===== config.mk =====
export PLATFORM = sky130hd
export DESIGN_NAME = ppp_style_frame_receiver
export DESIGN_NICKNAME = d
export VERILOG_FILES = /design/src/sv/ppfr_pkg.sv /design/src/sv/ppfr_front.sv /design/src/sv/ppfr_queue.sv /design/src/sv/ppfr_back.sv /design/src/sv/ppp_style_frame_receiver.sv
export SDC_FILE = /design/constraint.sdc
export NUM_CORES = 1
export LEC_CHECK = 0
export BUFFER_PORTS_ARGS = -buffer_cell sky130_fd_sc_hd__buf_4
export CAP_MARGIN = 10
export CORE_MARGIN = 3
export CORE_UTILIZATION = 50
export DETAILED_ROUTE_END_ITERATION = 8
export PLACE_DENSITY = 0.8
export SYNTH_ARGS = -nofsm -noshare
export SYNTH_HDL_FRONTEND = slang
export SYNTH_SLANG_ARGS = --single-unit

===== constraint.sdc =====
create_clock -name clk -period 5.3 [get_ports clk]
set_input_delay 0 -clock clk [delete_from_list [all_inputs] [get_ports clk]]
set_output_delay 0 -clock clk [all_outputs]
set_load 0.02 [all_outputs]

===== src/sv/ppfr_pkg.sv =====
// ----------------------------------------------------------------------------
// ppfr_pkg
// Shared types, byte codes and the CRC-16 byte step for the frame receiver.
// ----------------------------------------------------------------------------
`default_nettype none

package ppfr_pkg;

  // Longest frame in raw bytes before the closing flag
  localparam int MAX_FRAME_BYTES = 2047;
  localparam int POS_W           = $clog2(MAX_FRAME_BYTES + 1);

  // Queue between front and back, depth is a power of two
  localparam int QUEUE_DEPTH = 4;
  localparam int QPTR_W      = $clog2(QUEUE_DEPTH);
  localparam int QCNT_W      = $clog2(QUEUE_DEPTH + 1);

  // Payload length saturates at the output width
  localparam int LEN_W        = 11;
  localparam int IP_HDR_BYTES = 20;

  // Line byte codes
  localparam logic [7:0] ESC_BYTE   = 8'h7D;
  localparam logic [7:0] FLAG_BYTE  = 8'h7E;
  localparam logic [7:0] ESC_FLAG   = 8'h5E;
  localparam logic [7:0] ESC_ESC    = 8'h5D;
  localparam logic [7:0] CTRL_LIMIT = 8'h20;

  localparam logic [15:0] CRC_INIT = 16'hFFFF;
  localparam logic [15:0] CRC_POLY = 16'hA001;
  localparam logic [15:0] SUM_GOOD = 16'hFFFF;

  // Result kinds
  localparam logic KIND_PAYLOAD = 1'b0;
  localparam logic KIND_STATUS  = 1'b1;

  typedef enum logic [1:0] {
    ST_OK   = 2'd0,
    ST_FCS  = 2'd1,
    ST_FLAG = 2'd2,
    ST_LEN  = 2'd3
  } status_t;

  // One queue entry: up to two payload bytes, then an optional status item
  typedef struct packed {
    logic [1:0]  n_bytes;
    logic [7:0]  byte0;
    logic [7:0]  byte1;
    logic        has_status;
    status_t     status;
    logic [31:0] header;
  } entry_t;

  // Reflected CRC-16, one byte
  function automatic logic [15:0] crc16_step(input logic [15:0] crc, input logic [7:0] d);
    logic [15:0] c;
    c = crc ^ {8'h00, d};
    for (int i = 0; i < 8; i++) begin
      c = c[0] ? ((c >> 1) ^ CRC_POLY) : (c >> 1);
    end
    return c;
  endfunction

endpackage

`default_nettype wire


===== src/sv/ppfr_front.sv =====
// ----------------------------------------------------------------------------
// ppfr_front
// Takes raw line bytes, delays them by three so the FCS stays out of the CRC,
// captures the header, unescapes the payload and builds queue entries.
// ----------------------------------------------------------------------------
`default_nettype none

module ppfr_front (
  input  wire logic            clk,
  input  wire logic            rst,
  input  wire logic            accept,
  input  wire logic [7:0]      frame_byte,
  input  wire logic            end_of_frame,
  output      logic            push,
  output      ppfr_pkg::entry_t entry
);
  import ppfr_pkg::*;

  logic [7:0]       tail [3];
  logic [7:0]       tail_next [3];
  logic [15:0]      crc, crc_next;
  logic [POS_W-1:0] pos, pos_next;
  logic             esc, esc_next;
  logic [7:0]       open_flag, open_flag_next;
  logic [31:0]      hdr, hdr_next;
  logic             ovl, ovl_next;

  logic             do_commit;
  logic [POS_W-1:0] q;
  logic [7:0]       cb;
  logic [1:0]       e_cnt;
  logic [7:0]       e_b [2];
  status_t          st;

  assign cb = tail[0];
  assign q  = pos - POS_W'(3);

  always_comb begin
    tail_next      = tail;
    crc_next       = crc;
    pos_next       = pos;
    esc_next       = esc;
    open_flag_next = open_flag;
    hdr_next       = hdr;
    ovl_next       = ovl;
    do_commit      = 1'b0;
    e_cnt          = 2'd0;
    e_b[0]         = 8'h00;
    e_b[1]         = 8'h00;
    st             = ST_OK;
    entry          = '0;

    // Advance the delay line or drop an overlong byte
    if (!end_of_frame) begin
      if (pos >= POS_W'(MAX_FRAME_BYTES)) begin
        ovl_next = 1'b1;
      end else begin
        do_commit    = (pos >= POS_W'(3));
        tail_next[0] = tail[1];
        tail_next[1] = tail[2];
        tail_next[2] = frame_byte;
        pos_next     = pos + POS_W'(1);
      end
    end else begin
      do_commit = !ovl && (pos >= POS_W'(7));
    end

    // Commit the oldest delayed byte
    if (do_commit) begin
      crc_next = crc16_step(crc, cb);
      if (q == POS_W'(0)) begin
        open_flag_next = cb;
      end else if (q == POS_W'(1)) begin
        hdr_next[31:24] = cb;
      end else if (q == POS_W'(2)) begin
        hdr_next[23:16] = cb;
      end else if (q == POS_W'(3)) begin
        hdr_next[15:8] = cb;
      end else if (q == POS_W'(4)) begin
        hdr_next[7:0] = cb;
      end else begin
        if (esc && (cb == ESC_FLAG)) begin
          esc_next = 1'b0;
          e_b[0]   = FLAG_BYTE;
          e_cnt    = 2'd1;
        end else if (esc && (cb == ESC_ESC)) begin
          esc_next = 1'b0;
          e_b[0]   = ESC_BYTE;
          e_cnt    = 2'd1;
        end else if (esc && (cb < CTRL_LIMIT)) begin
          esc_next = 1'b0;
          e_b[0]   = cb;
          e_cnt    = 2'd1;
        end else begin
          // A dangling escape passes through, then the byte is taken afresh
          if (esc) begin
            e_b[0] = ESC_BYTE;
            e_cnt  = 2'd1;
          end
          if (cb == ESC_BYTE) begin
            esc_next = 1'b1;
          end else begin
            esc_next     = 1'b0;
            e_b[e_cnt[0]] = cb;
            e_cnt        = e_cnt + 2'd1;
          end
        end
      end
    end

    // Close the frame: trailing escape, status, then clear all frame state
    if (end_of_frame) begin
      if (ovl || (pos < POS_W'(7))) begin
        st = ST_LEN;
      end else begin
        if (esc_next) begin
          e_b[e_cnt[0]] = ESC_BYTE;
          e_cnt        = e_cnt + 2'd1;
        end
        if ({tail[2], tail[1]} != crc_next) begin
          st = ST_FCS;
        end else if (frame_byte != open_flag_next) begin
          st = ST_FLAG;
        end else begin
          st = ST_OK;
        end
      end
      entry.has_status = 1'b1;
      entry.status     = st;
      entry.header     = hdr_next;
      crc_next         = CRC_INIT;
      pos_next         = '0;
      esc_next         = 1'b0;
      open_flag_next   = 8'h00;
      hdr_next         = 32'h0;
      ovl_next         = 1'b0;
    end

    entry.n_bytes = e_cnt;
    entry.byte0   = e_b[0];
    entry.byte1   = e_b[1];
  end

  assign push = accept && ((e_cnt != 2'd0) || end_of_frame);

  // Hold frame state
  always_ff @(posedge clk) begin
    if (rst) begin
      crc       <= CRC_INIT;
      pos       <= '0;
      esc       <= 1'b0;
      open_flag <= 8'h00;
      hdr       <= 32'h0;
      ovl       <= 1'b0;
    end else if (accept) begin
      crc       <= crc_next;
      pos       <= pos_next;
      esc       <= esc_next;
      open_flag <= open_flag_next;
      hdr       <= hdr_next;
      ovl       <= ovl_next;
    end
  end

  // Shift the delay line
  always_ff @(posedge clk) begin
    if (accept) begin
      tail <= tail_next;
    end
  end

endmodule

`default_nettype wire


===== src/sv/ppfr_queue.sv =====
// ----------------------------------------------------------------------------
// ppfr_queue
// Short first-in first-out queue of entries between front and back.
// ----------------------------------------------------------------------------
`default_nettype none

module ppfr_queue (
  input  wire logic             clk,
  input  wire logic             rst,
  input  wire logic             push,
  input  wire ppfr_pkg::entry_t push_data,
  input  wire logic             pop,
  output      ppfr_pkg::entry_t head,
  output      logic             full,
  output      logic             empty
);
  import ppfr_pkg::*;

  entry_t              mem [QUEUE_DEPTH];
  logic [QPTR_W-1:0]   wr_ptr;
  logic [QPTR_W-1:0]   rd_ptr;
  logic [QCNT_W-1:0]   count;

  assign full  = (count == QCNT_W'(QUEUE_DEPTH));
  assign empty = (count == '0);
  assign head  = mem[rd_ptr];

  // Advance pointers and occupancy
  always_ff @(posedge clk) begin
    if (rst) begin
      wr_ptr <= '0;
      rd_ptr <= '0;
      count  <= '0;
    end else begin
      if (push) begin
        wr_ptr <= wr_ptr + QPTR_W'(1);
      end
      if (pop) begin
        rd_ptr <= rd_ptr + QPTR_W'(1);
      end
      if (push && !pop) begin
        count <= count + QCNT_W'(1);
      end else if (pop && !push) begin
        count <= count - QCNT_W'(1);
      end
    end
  end

  // Store entries
  always_ff @(posedge clk) begin
    if (push) begin
      mem[wr_ptr] <= push_data;
    end
  end

endmodule

`default_nettype wire


===== src/sv/ppfr_back.sv =====
// ----------------------------------------------------------------------------
// ppfr_back
// Splits queue entries into result items, keeps the payload count and the
// ones'-complement header sum, and drives the output register.
// ----------------------------------------------------------------------------
`default_nettype none

module ppfr_back (
  input  wire logic             clk,
  input  wire logic             rst,
  input  wire ppfr_pkg::entry_t head,
  input  wire logic             empty,
  output      logic             pop,
  output      logic             result_valid,
  input  wire logic             result_stall,
  output      logic             kind,
  output      logic [7:0]       payload_byte,
  output      logic [7:0]       address_field,
  output      logic [7:0]       control_field,
  output      logic [15:0]      protocol_type,
  output      logic [1:0]       status,
  output      logic             ip_header_ok,
  output      logic [10:0]      payload_length,
  output      logic             last
);
  import ppfr_pkg::*;

  logic [1:0]       part;
  logic [1:0]       n_parts;
  logic             load;
  logic             last_part;
  logic             is_status;
  logic [7:0]       pb;
  logic [LEN_W-1:0] cnt;
  logic [16:0]      sum;
  logic [7:0]       high;
  logic [17:0]      raw_sum;
  logic [16:0]      folded;
  logic             ip_ok;

  assign load      = !empty && (!result_valid || !result_stall);
  assign n_parts   = head.n_bytes + {1'b0, head.has_status};
  assign last_part = (part == (n_parts - 2'd1));
  assign is_status = (part == head.n_bytes);
  assign pop       = load && last_part;
  assign pb        = part[0] ? head.byte1 : head.byte0;

  // Add one header word with end-around carry
  assign raw_sum = {1'b0, sum} + {2'b00, high, pb};
  assign folded  = {1'b0, raw_sum[15:0]} + {15'h0, raw_sum[17:16]};
  assign ip_ok   = (cnt >= LEN_W'(IP_HDR_BYTES)) && (sum == {1'b0, SUM_GOOD});

  // Hold control state and the running header check
  always_ff @(posedge clk) begin
    if (rst) begin
      result_valid <= 1'b0;
      part         <= 2'd0;
      cnt          <= '0;
      sum          <= '0;
      high         <= 8'h00;
    end else begin
      if (load) begin
        result_valid <= 1'b1;
      end else if (!result_stall) begin
        result_valid <= 1'b0;
      end
      if (load) begin
        part <= last_part ? 2'd0 : part + 2'd1;
        if (is_status) begin
          cnt  <= '0;
          sum  <= '0;
          high <= 8'h00;
        end else begin
          if (cnt < LEN_W'(IP_HDR_BYTES)) begin
            if (!cnt[0]) begin
              high <= pb;
            end else begin
              sum <= folded;
            end
          end
          if (cnt != {LEN_W{1'b1}}) begin
            cnt <= cnt + LEN_W'(1);
          end
        end
      end
    end
  end

  // Load the output register
  always_ff @(posedge clk) begin
    if (load) begin
      if (is_status) begin
        kind           <= KIND_STATUS;
        payload_byte   <= 8'h00;
        address_field  <= head.header[31:24];
        control_field  <= head.header[23:16];
        protocol_type  <= head.header[15:0];
        status         <= head.status;
        ip_header_ok   <= ip_ok;
        payload_length <= cnt;
        last           <= 1'b1;
      end else begin
        kind           <= KIND_PAYLOAD;
        payload_byte   <= pb;
        address_field  <= 8'h00;
        control_field  <= 8'h00;
        protocol_type  <= 16'h0000;
        status         <= ST_OK;
        ip_header_ok   <= 1'b0;
        payload_length <= '0;
        last           <= 1'b0;
      end
    end
  end

endmodule

`default_nettype wire


===== src/sv/ppp_style_frame_receiver.sv =====
// ----------------------------------------------------------------------------
// ppp_style_frame_receiver
// Byte-wide frame receiver: unescapes payload, checks CRC-16 FCS and flags.
// ----------------------------------------------------------------------------
// Input channel: one raw line byte per item on frame_byte, with end_of_frame
// set on the closing flag. Output channel: one result item per unescaped
// payload byte (kind 0), then one status item (kind 1, last 1) per frame.
// Both channels use valid/stall; an item moves when valid is high and stall
// is low.
// A byte is committed three bytes after it arrives, so its payload result
// can only appear once three later bytes (or the closing flag) are taken;
// at the accepting edge it enters the queue, and then the output register.
// The front takes one byte per cycle and the back emits one result per
// cycle when not stalled, so a byte that yields two results, or a closing
// flag that yields up to three, holds the back longer. A four-entry queue
// between the two absorbs this; frame_stall rises only when it is full.
// While result_stall is high the output register holds its item and the
// queue fills. Reset clears all frame state, the queue and the output valid.
// ----------------------------------------------------------------------------
`default_nettype none

module ppp_style_frame_receiver (
  input  wire logic        clk,
  input  wire logic        rst,
  input  wire logic        frame_valid,
  output      logic        frame_stall,
  input  wire logic [7:0]  frame_byte,
  input  wire logic        end_of_frame,
  output      logic        result_valid,
  input  wire logic        result_stall,
  output      logic        kind,
  output      logic [7:0]  payload_byte,
  output      logic [7:0]  address_field,
  output      logic [7:0]  control_field,
  output      logic [15:0] protocol_type,
  output      logic [1:0]  status,
  output      logic        ip_header_ok,
  output      logic [10:0] payload_length,
  output      logic        last
);
  import ppfr_pkg::*;

  logic   accept;
  logic   push;
  logic   pop;
  logic   full;
  logic   empty;
  entry_t entry;
  entry_t head;

  assign frame_stall = full;
  assign accept      = frame_valid && !full;

  ppfr_front u_front (
    .clk          (clk),
    .rst          (rst),
    .accept       (accept),
    .frame_byte   (frame_byte),
    .end_of_frame (end_of_frame),
    .push         (push),
    .entry        (entry)
  );

  ppfr_queue u_queue (
    .clk       (clk),
    .rst       (rst),
    .push      (push),
    .push_data (entry),
    .pop       (pop),
    .head      (head),
    .full      (full),
    .empty     (empty)
  );

  ppfr_back u_back (
    .clk            (clk),
    .rst            (rst),
    .head           (head),
    .empty          (empty),
    .pop            (pop),
    .result_valid   (result_valid),
    .result_stall   (result_stall),
    .kind           (kind),
    .payload_byte   (payload_byte),
    .address_field  (address_field),
    .control_field  (control_field),
    .protocol_type  (protocol_type),
    .status         (status),
    .ip_header_ok   (ip_header_ok),
    .payload_length (payload_length),
    .last           (last)
  );

endmodule

`default_nettype wire


# Word-level counts from Yosys, hierarchy flattened
# Memory sizes are Yosys's and may differ from the RTL's. A register that Yosys moved wholly into a read port is not among the register bits.
# Cells that the tools add are included.
# classes
addsub	14
mux	117
n_eq_ne	17
order_cmp	11
bitwise	16
n_reduce_logical	37
# ops
cell	count
16-bit 2-to-1 mux	21
8-bit 2-to-1 mux	29
32-bit 2-to-1 mux	3
2-bit 2-to-1 mux	28
17-bit 2-to-1 mux	3
11-bit 2-to-1 mux	4
35-bit 2-to-1 mux	1
8-bit by 7-bit == test with 1-bit output, second input constant	3
24-bit 2-to-1 mux	1
2-bit inverter with 3-bit output	8
11-bit by 1-bit adder with 11-bit output, second input constant	2
11-bit by 2-bit == test with 1-bit output, second input constant	2
1-bit 2-to-1 mux	21
17-bit by 16-bit adder with 18-bit output	1
16-bit by 2-bit adder with 17-bit output	1
17-bit by 16-bit == test with 1-bit output, second input constant	1
16-bit bitwise mux	1
8-bit demux with 1-bit select	2
16-bit inequality test	1
16-bit by 8-bit bitwise XOR with 16-bit output	1
1-bit logical AND	13
12-bit bitwise OR	1
2-bit nonzero test	6
11-bit by 1-bit == test with 1-bit output, second input constant	1
34 further kinds	57
# word_totals
regBits	194
out_inout_bits	58
mem_count	1
ramBits	212
word_cells	238
# mem_list
memory	words	word_bits	read_ports	rd_ports_with_merged_regs	wr	line_no	text
u_queue.mem	4	53	1	1	1	ppfr_queue.sv:19	entry_t mem [QUEUE_DEPTH];

# Longest topological paths before layout
# logic_depth
depth_word	33
ltp_mapped	22

# Cells and area by module
# A second synthesis with hierarchy kept.
# unflattened
cells_unflattened	1477
area_unflattened_um2	18941.9
# modules_own_cells
mod	instances	cells_per_inst	area_per_inst_um2
ppfr_queue	1	321	8140.3
ppfr_front	1	665	5791.8
ppfr_back	1	490	4996.0
ppp_style_frame_receiver	1	1	13.8

# Least setup slack after synthesis
# OpenSTA, ideal clock, no wires.
# synth_path
path_kind	register to register
from	register with a tool-made name
to	register u_back.sum[16]
required_time_ps	5230
setup_ps	70
arrival_ps	5011
path_buffers	2
slack_ps	220
path_stages_with_launch	22
cell_sequence	dfxtp_1 > buf_4 > buf_1 > mux4_2 > mux2_2 > ha_1 > fa_1 > a21oi_2 > o211ai_2 > a31oi_1 > o21ai_0 > nand3_1 > nand2b_1 > a21oi_1 > xnor2_1 > ha_1 > fa_1 > and3_1 > nand2_1 > nor3b_1 > or4b_1 > a21oi_1
# synth_lines
element	line_no	text
end signal: assignment	ppfr_back.sv:78	sum <= folded;
end: declaration	ppfr_back.sv:35	logic [16:0] sum;

==> flow_summary.ini <==
[critical_path]
cpPeakStageDelay_ns = 0.52
critical_path_required_ns = 5.79
start_kind = register
path_cells = mux4_2 -> mux2_2 -> ha_1 -> fa_1 -> a21oi_2 -> o211ai_2 -> a31oi_1 -> o21ai_1 -> nand3_1 -> nand2b_1 -> a21oi_1 -> xnor2_1 -> ha_1 -> fa_1 -> and3_1 -> nand2_1 -> nor3b_1 -> or4b_1 -> a21oi_1
path_class = register to register
cp_max_fo = 9
cp_slowest_cell = mux4_2
endpoint_kind = register
crit_arrival_ns = 5.39

[logic_synthesis]
yosys.area.top_type = edfxtp_1
netlist_instances = 1438
yosysWarnings = 0
yosys_most_used_dff = edfxtp_1
syn_area_per_cell_um2 = 12.9
syn-num-nets = 1486
seq_area_frac_synth_pct = 59.7
ys_async_sr_fraction_pct = 0
yosysUniqueCellTypes = 95
ys_ff_latch = 408
synth_area_um2 = 18600
yosys.area.top_type_share_pct = 47.1
synth_edf_count = 291
synthTopCellsByArea = edfxtp_1 47%, dfxtp_1 13%, mux4_2 6.4%

[routing]
drt-total-wl_um = 42700
first_pass_iters = 5
antenna_left = 0
drt-vias-per-instance = 6.09
first_iter_violations = 944
drc = 0
vias = 12300
routedWlPerCell_um = 21.2

[cells_and_area]
area_growth_pct = 13.2
stdcell_count = 2013
fill_cells = 2783
n_antenna_cell = 0
layout.nets = 1568
drive_above_1_share_pct = 16.9
fin_area_um2 = 21000

[status]
status = finished clean

[timing]
relSlewSlack_pct = 21.2
final-setup-viol-count = 0
setup-tns-final_ns = 0
hold_viol = 0
tightest_slew_ns = 1.18
finalCritPeriodShare_pct = 92.4
fin_worst_skew_ns = 0.0185
maxSlewViolCount = 0
clock.fmax_mhz = 204
fin_crit_ns = 4.89
rsz0062_at_grt = false

[global_routing]
grt_max_degree = 52
track_usage_pct = 21.8
grt_overflow = 0
antenna_found_initial = 0
grt_pass1_vias = 12400
grt_pass1_wl_um = 68200

[clock_tree]
path_clk_slew_ns = 0.06
cts_tree = built
clock_sinks = 408
insertion_delay_ns = 0.56
post_cts_buffers = 0
h-tree-depth = 2
numCtsBuffers = 42
clk_path_buf_depth = 3
clock-root-buffer = clkbuf_16

[die]
die_h_um = 199
die-area_um2 = 39500
initial_core_util_pct = 51.4
die_w_um = 199
core_um2 = 36100
rows = 69
io_pins = 71

[power_and_ir_drop]
pwr_density_cell_nw_per_um2 = 473
peakVddDrop_mv = 0.310
leakagePower_nw = 7.29
power_mw = 9.94

[placed_design]
dp_hpwl_um = 27900
gp_congestion = 0.898
portBuffers = 70
placed_area_um2 = 19600
post-place-cells = 1925

[flow_run]
maxCapViolations = 0

[hold_path]
holdCritPathClass = input port to register
==> sequential cells by signal (all words and copies together), names as in the netlist, 2 cells and up, named ones only <==
name                   cells
u_back.part                2
u_front.tail              16
u_back.payload_length     11
u_back.address_field       8
u_back.control_field       8
u_front.crc               16
u_queue.mem              212
u_back.high                8
u_queue.count              3
u_front.hdr               32
u_queue.rd_ptr             2
u_back.protocol_type      16
u_back.cnt                11
u_queue.wr_ptr             2
u_front.open_flag          8
u_front.cb                 8
u_back.sum                17
u_front.pos               11
u_back.payload_byte        8
u_back.status              2
==> power breakdown <==
part	internal, mW	switching, mW	total (mW)
logic	1.19	1.83	3.02
clock network	1.57	1.22	2.79
registers	3.95	0.192	4.14
==> through the flow <==
stage / hold WS (ns) / setup slack [ns] / util [%]
final: 0.0708 / 0.405 / 58.2
after global routing: 0.0807 / 0.0268 / 58.2
after CTS: 0.0342 / 0.271 / 58.2
after detailed placement: 0.225 / 0.328 / 54.3
after global placement: 0.223 / 0.429 / 54.3
after floorplan: 0.0989 / 0.220 / -
==> metal layers <==
metal | routed length, µm | global-route usage [%] | vias up
li1 | - | - | 5613
met1 | 17500 | 28.8 | 6071
met2 | 21200 | 36.9 | 467
met3 | 2590 | 3.35 | 104
met4 | 1350 | 7.91 | 0
met5 | 0 | 0 | -
==> synth_stat cells (all sizes together) (3+ instances only) <==
master,number
nor4,14
and4,5
or3,9
nor2b,5
nor2,156
and4b,3
a311o,3
xnor3,7
a2111oi,3
buf,24
fa,3
o21ai,41
a21o,16
nand4,23
xnor2,43
clkbuf,49
a21oi,63
nand2,65
or2,3
a31oi,5
nand3,30
a211oi,12
ha,32
a22oi,48
o22ai,7
edfxtp,291
nand2b,7
mux4,53
a211o,4
a41oi,3
mux2,12
and3,49
dfxtp,117
nor3,37
xor2,28
o211ai,15
and2,22
inv,45
o31ai,3
o21a,7
mux2i,44
==> worst max-delay path: cells and delay by family, from the launching register on <==
kind | cells | cell delay, ns
multiplexers | 2 | 0.81
flip-flops | 1 | 0.45
AO/OA/AOI/OAI | 6 | 1.11
AND/OR/NAND/NOR | 6 | 1.16
adder cells (fa/ha/maj) | 4 | 1.13
XOR/XNOR | 1 | 0.15
==> cells by family (layout without fill, tap and decap cells) <==
| group | count (synthesis) | after routing | share of synthesized area [%] |
|---|---|---|---|
| xor+xnor | 78 | 78 | 4.29 |
| fa+ha+maj | 35 | 35 | 2.48 |
| simple gates | 440 | 440 | 11.9 |
| compound gates | 250 | 250 | 9.32 |
| mux | 109 | 109 | 9.53 |
| buf+inv | 118 | 232 | 2.76 |
| flops | 408 | 408 | 59.7 |
==> path summary, 6_finish.rpt <==
kind	start	endpoint	slack, ns	cells past startpoint
worst max-delay path	register	u_back.sum[16]$_SDFFE_PP0P_	0.41	19
worst min-delay path	frame_valid	u_front.ovl$_SDFFE_PP0P_	0.07	5
worst max register to register	register	u_back.sum[16]$_SDFFE_PP0P_	0.41	19
worst min register to register	u_back.result_valid$_SDFFE_PP0P_	u_back.result_valid$_SDFFE_PP0P_	0.47	2
==> cells in the final DEF (no fill, tap or decap), drive strengths merged, types with 12 or more instances in the layout <==
cell type / count
nor4: 14
mux2: 12
and2: 22
o211ai: 15
and3: 49
nand4: 23
dfxtp: 117
mux4: 53
xnor2: 43
mux2i: 44
a22oi: 48
nand2: 65
a21o: 16
edfxtp: 291
nor3: 37
a21oi: 63
nor2: 156
ha: 32
clkbuf: 61
nand3: 30
o21ai: 41
inv: 47
xor2: 28
a211oi: 12
buf: 99
==> repair_timing <==
item | in CTS | in global routing
gates resized for setup | 0 | 4
endpoints found under the setup margin | 0 | 2
hold endpoints to repair | 48 | 0
hold buffers | 11 | 0
==> final cells by class <==
type	instances	area [µm²]	area share (%)
Tap cell	461	577	2.75
Clock buffer	60	1150	5.47
Sequential cell	408	11100	52.8
Timing Repair Buffer	111	916	4.36
Inverter	45	169	0.804
Clock inverter	16	131	0.625
Multi-Input combinational cell	912	6980	33.2
(Power assumes the default switching activity.)
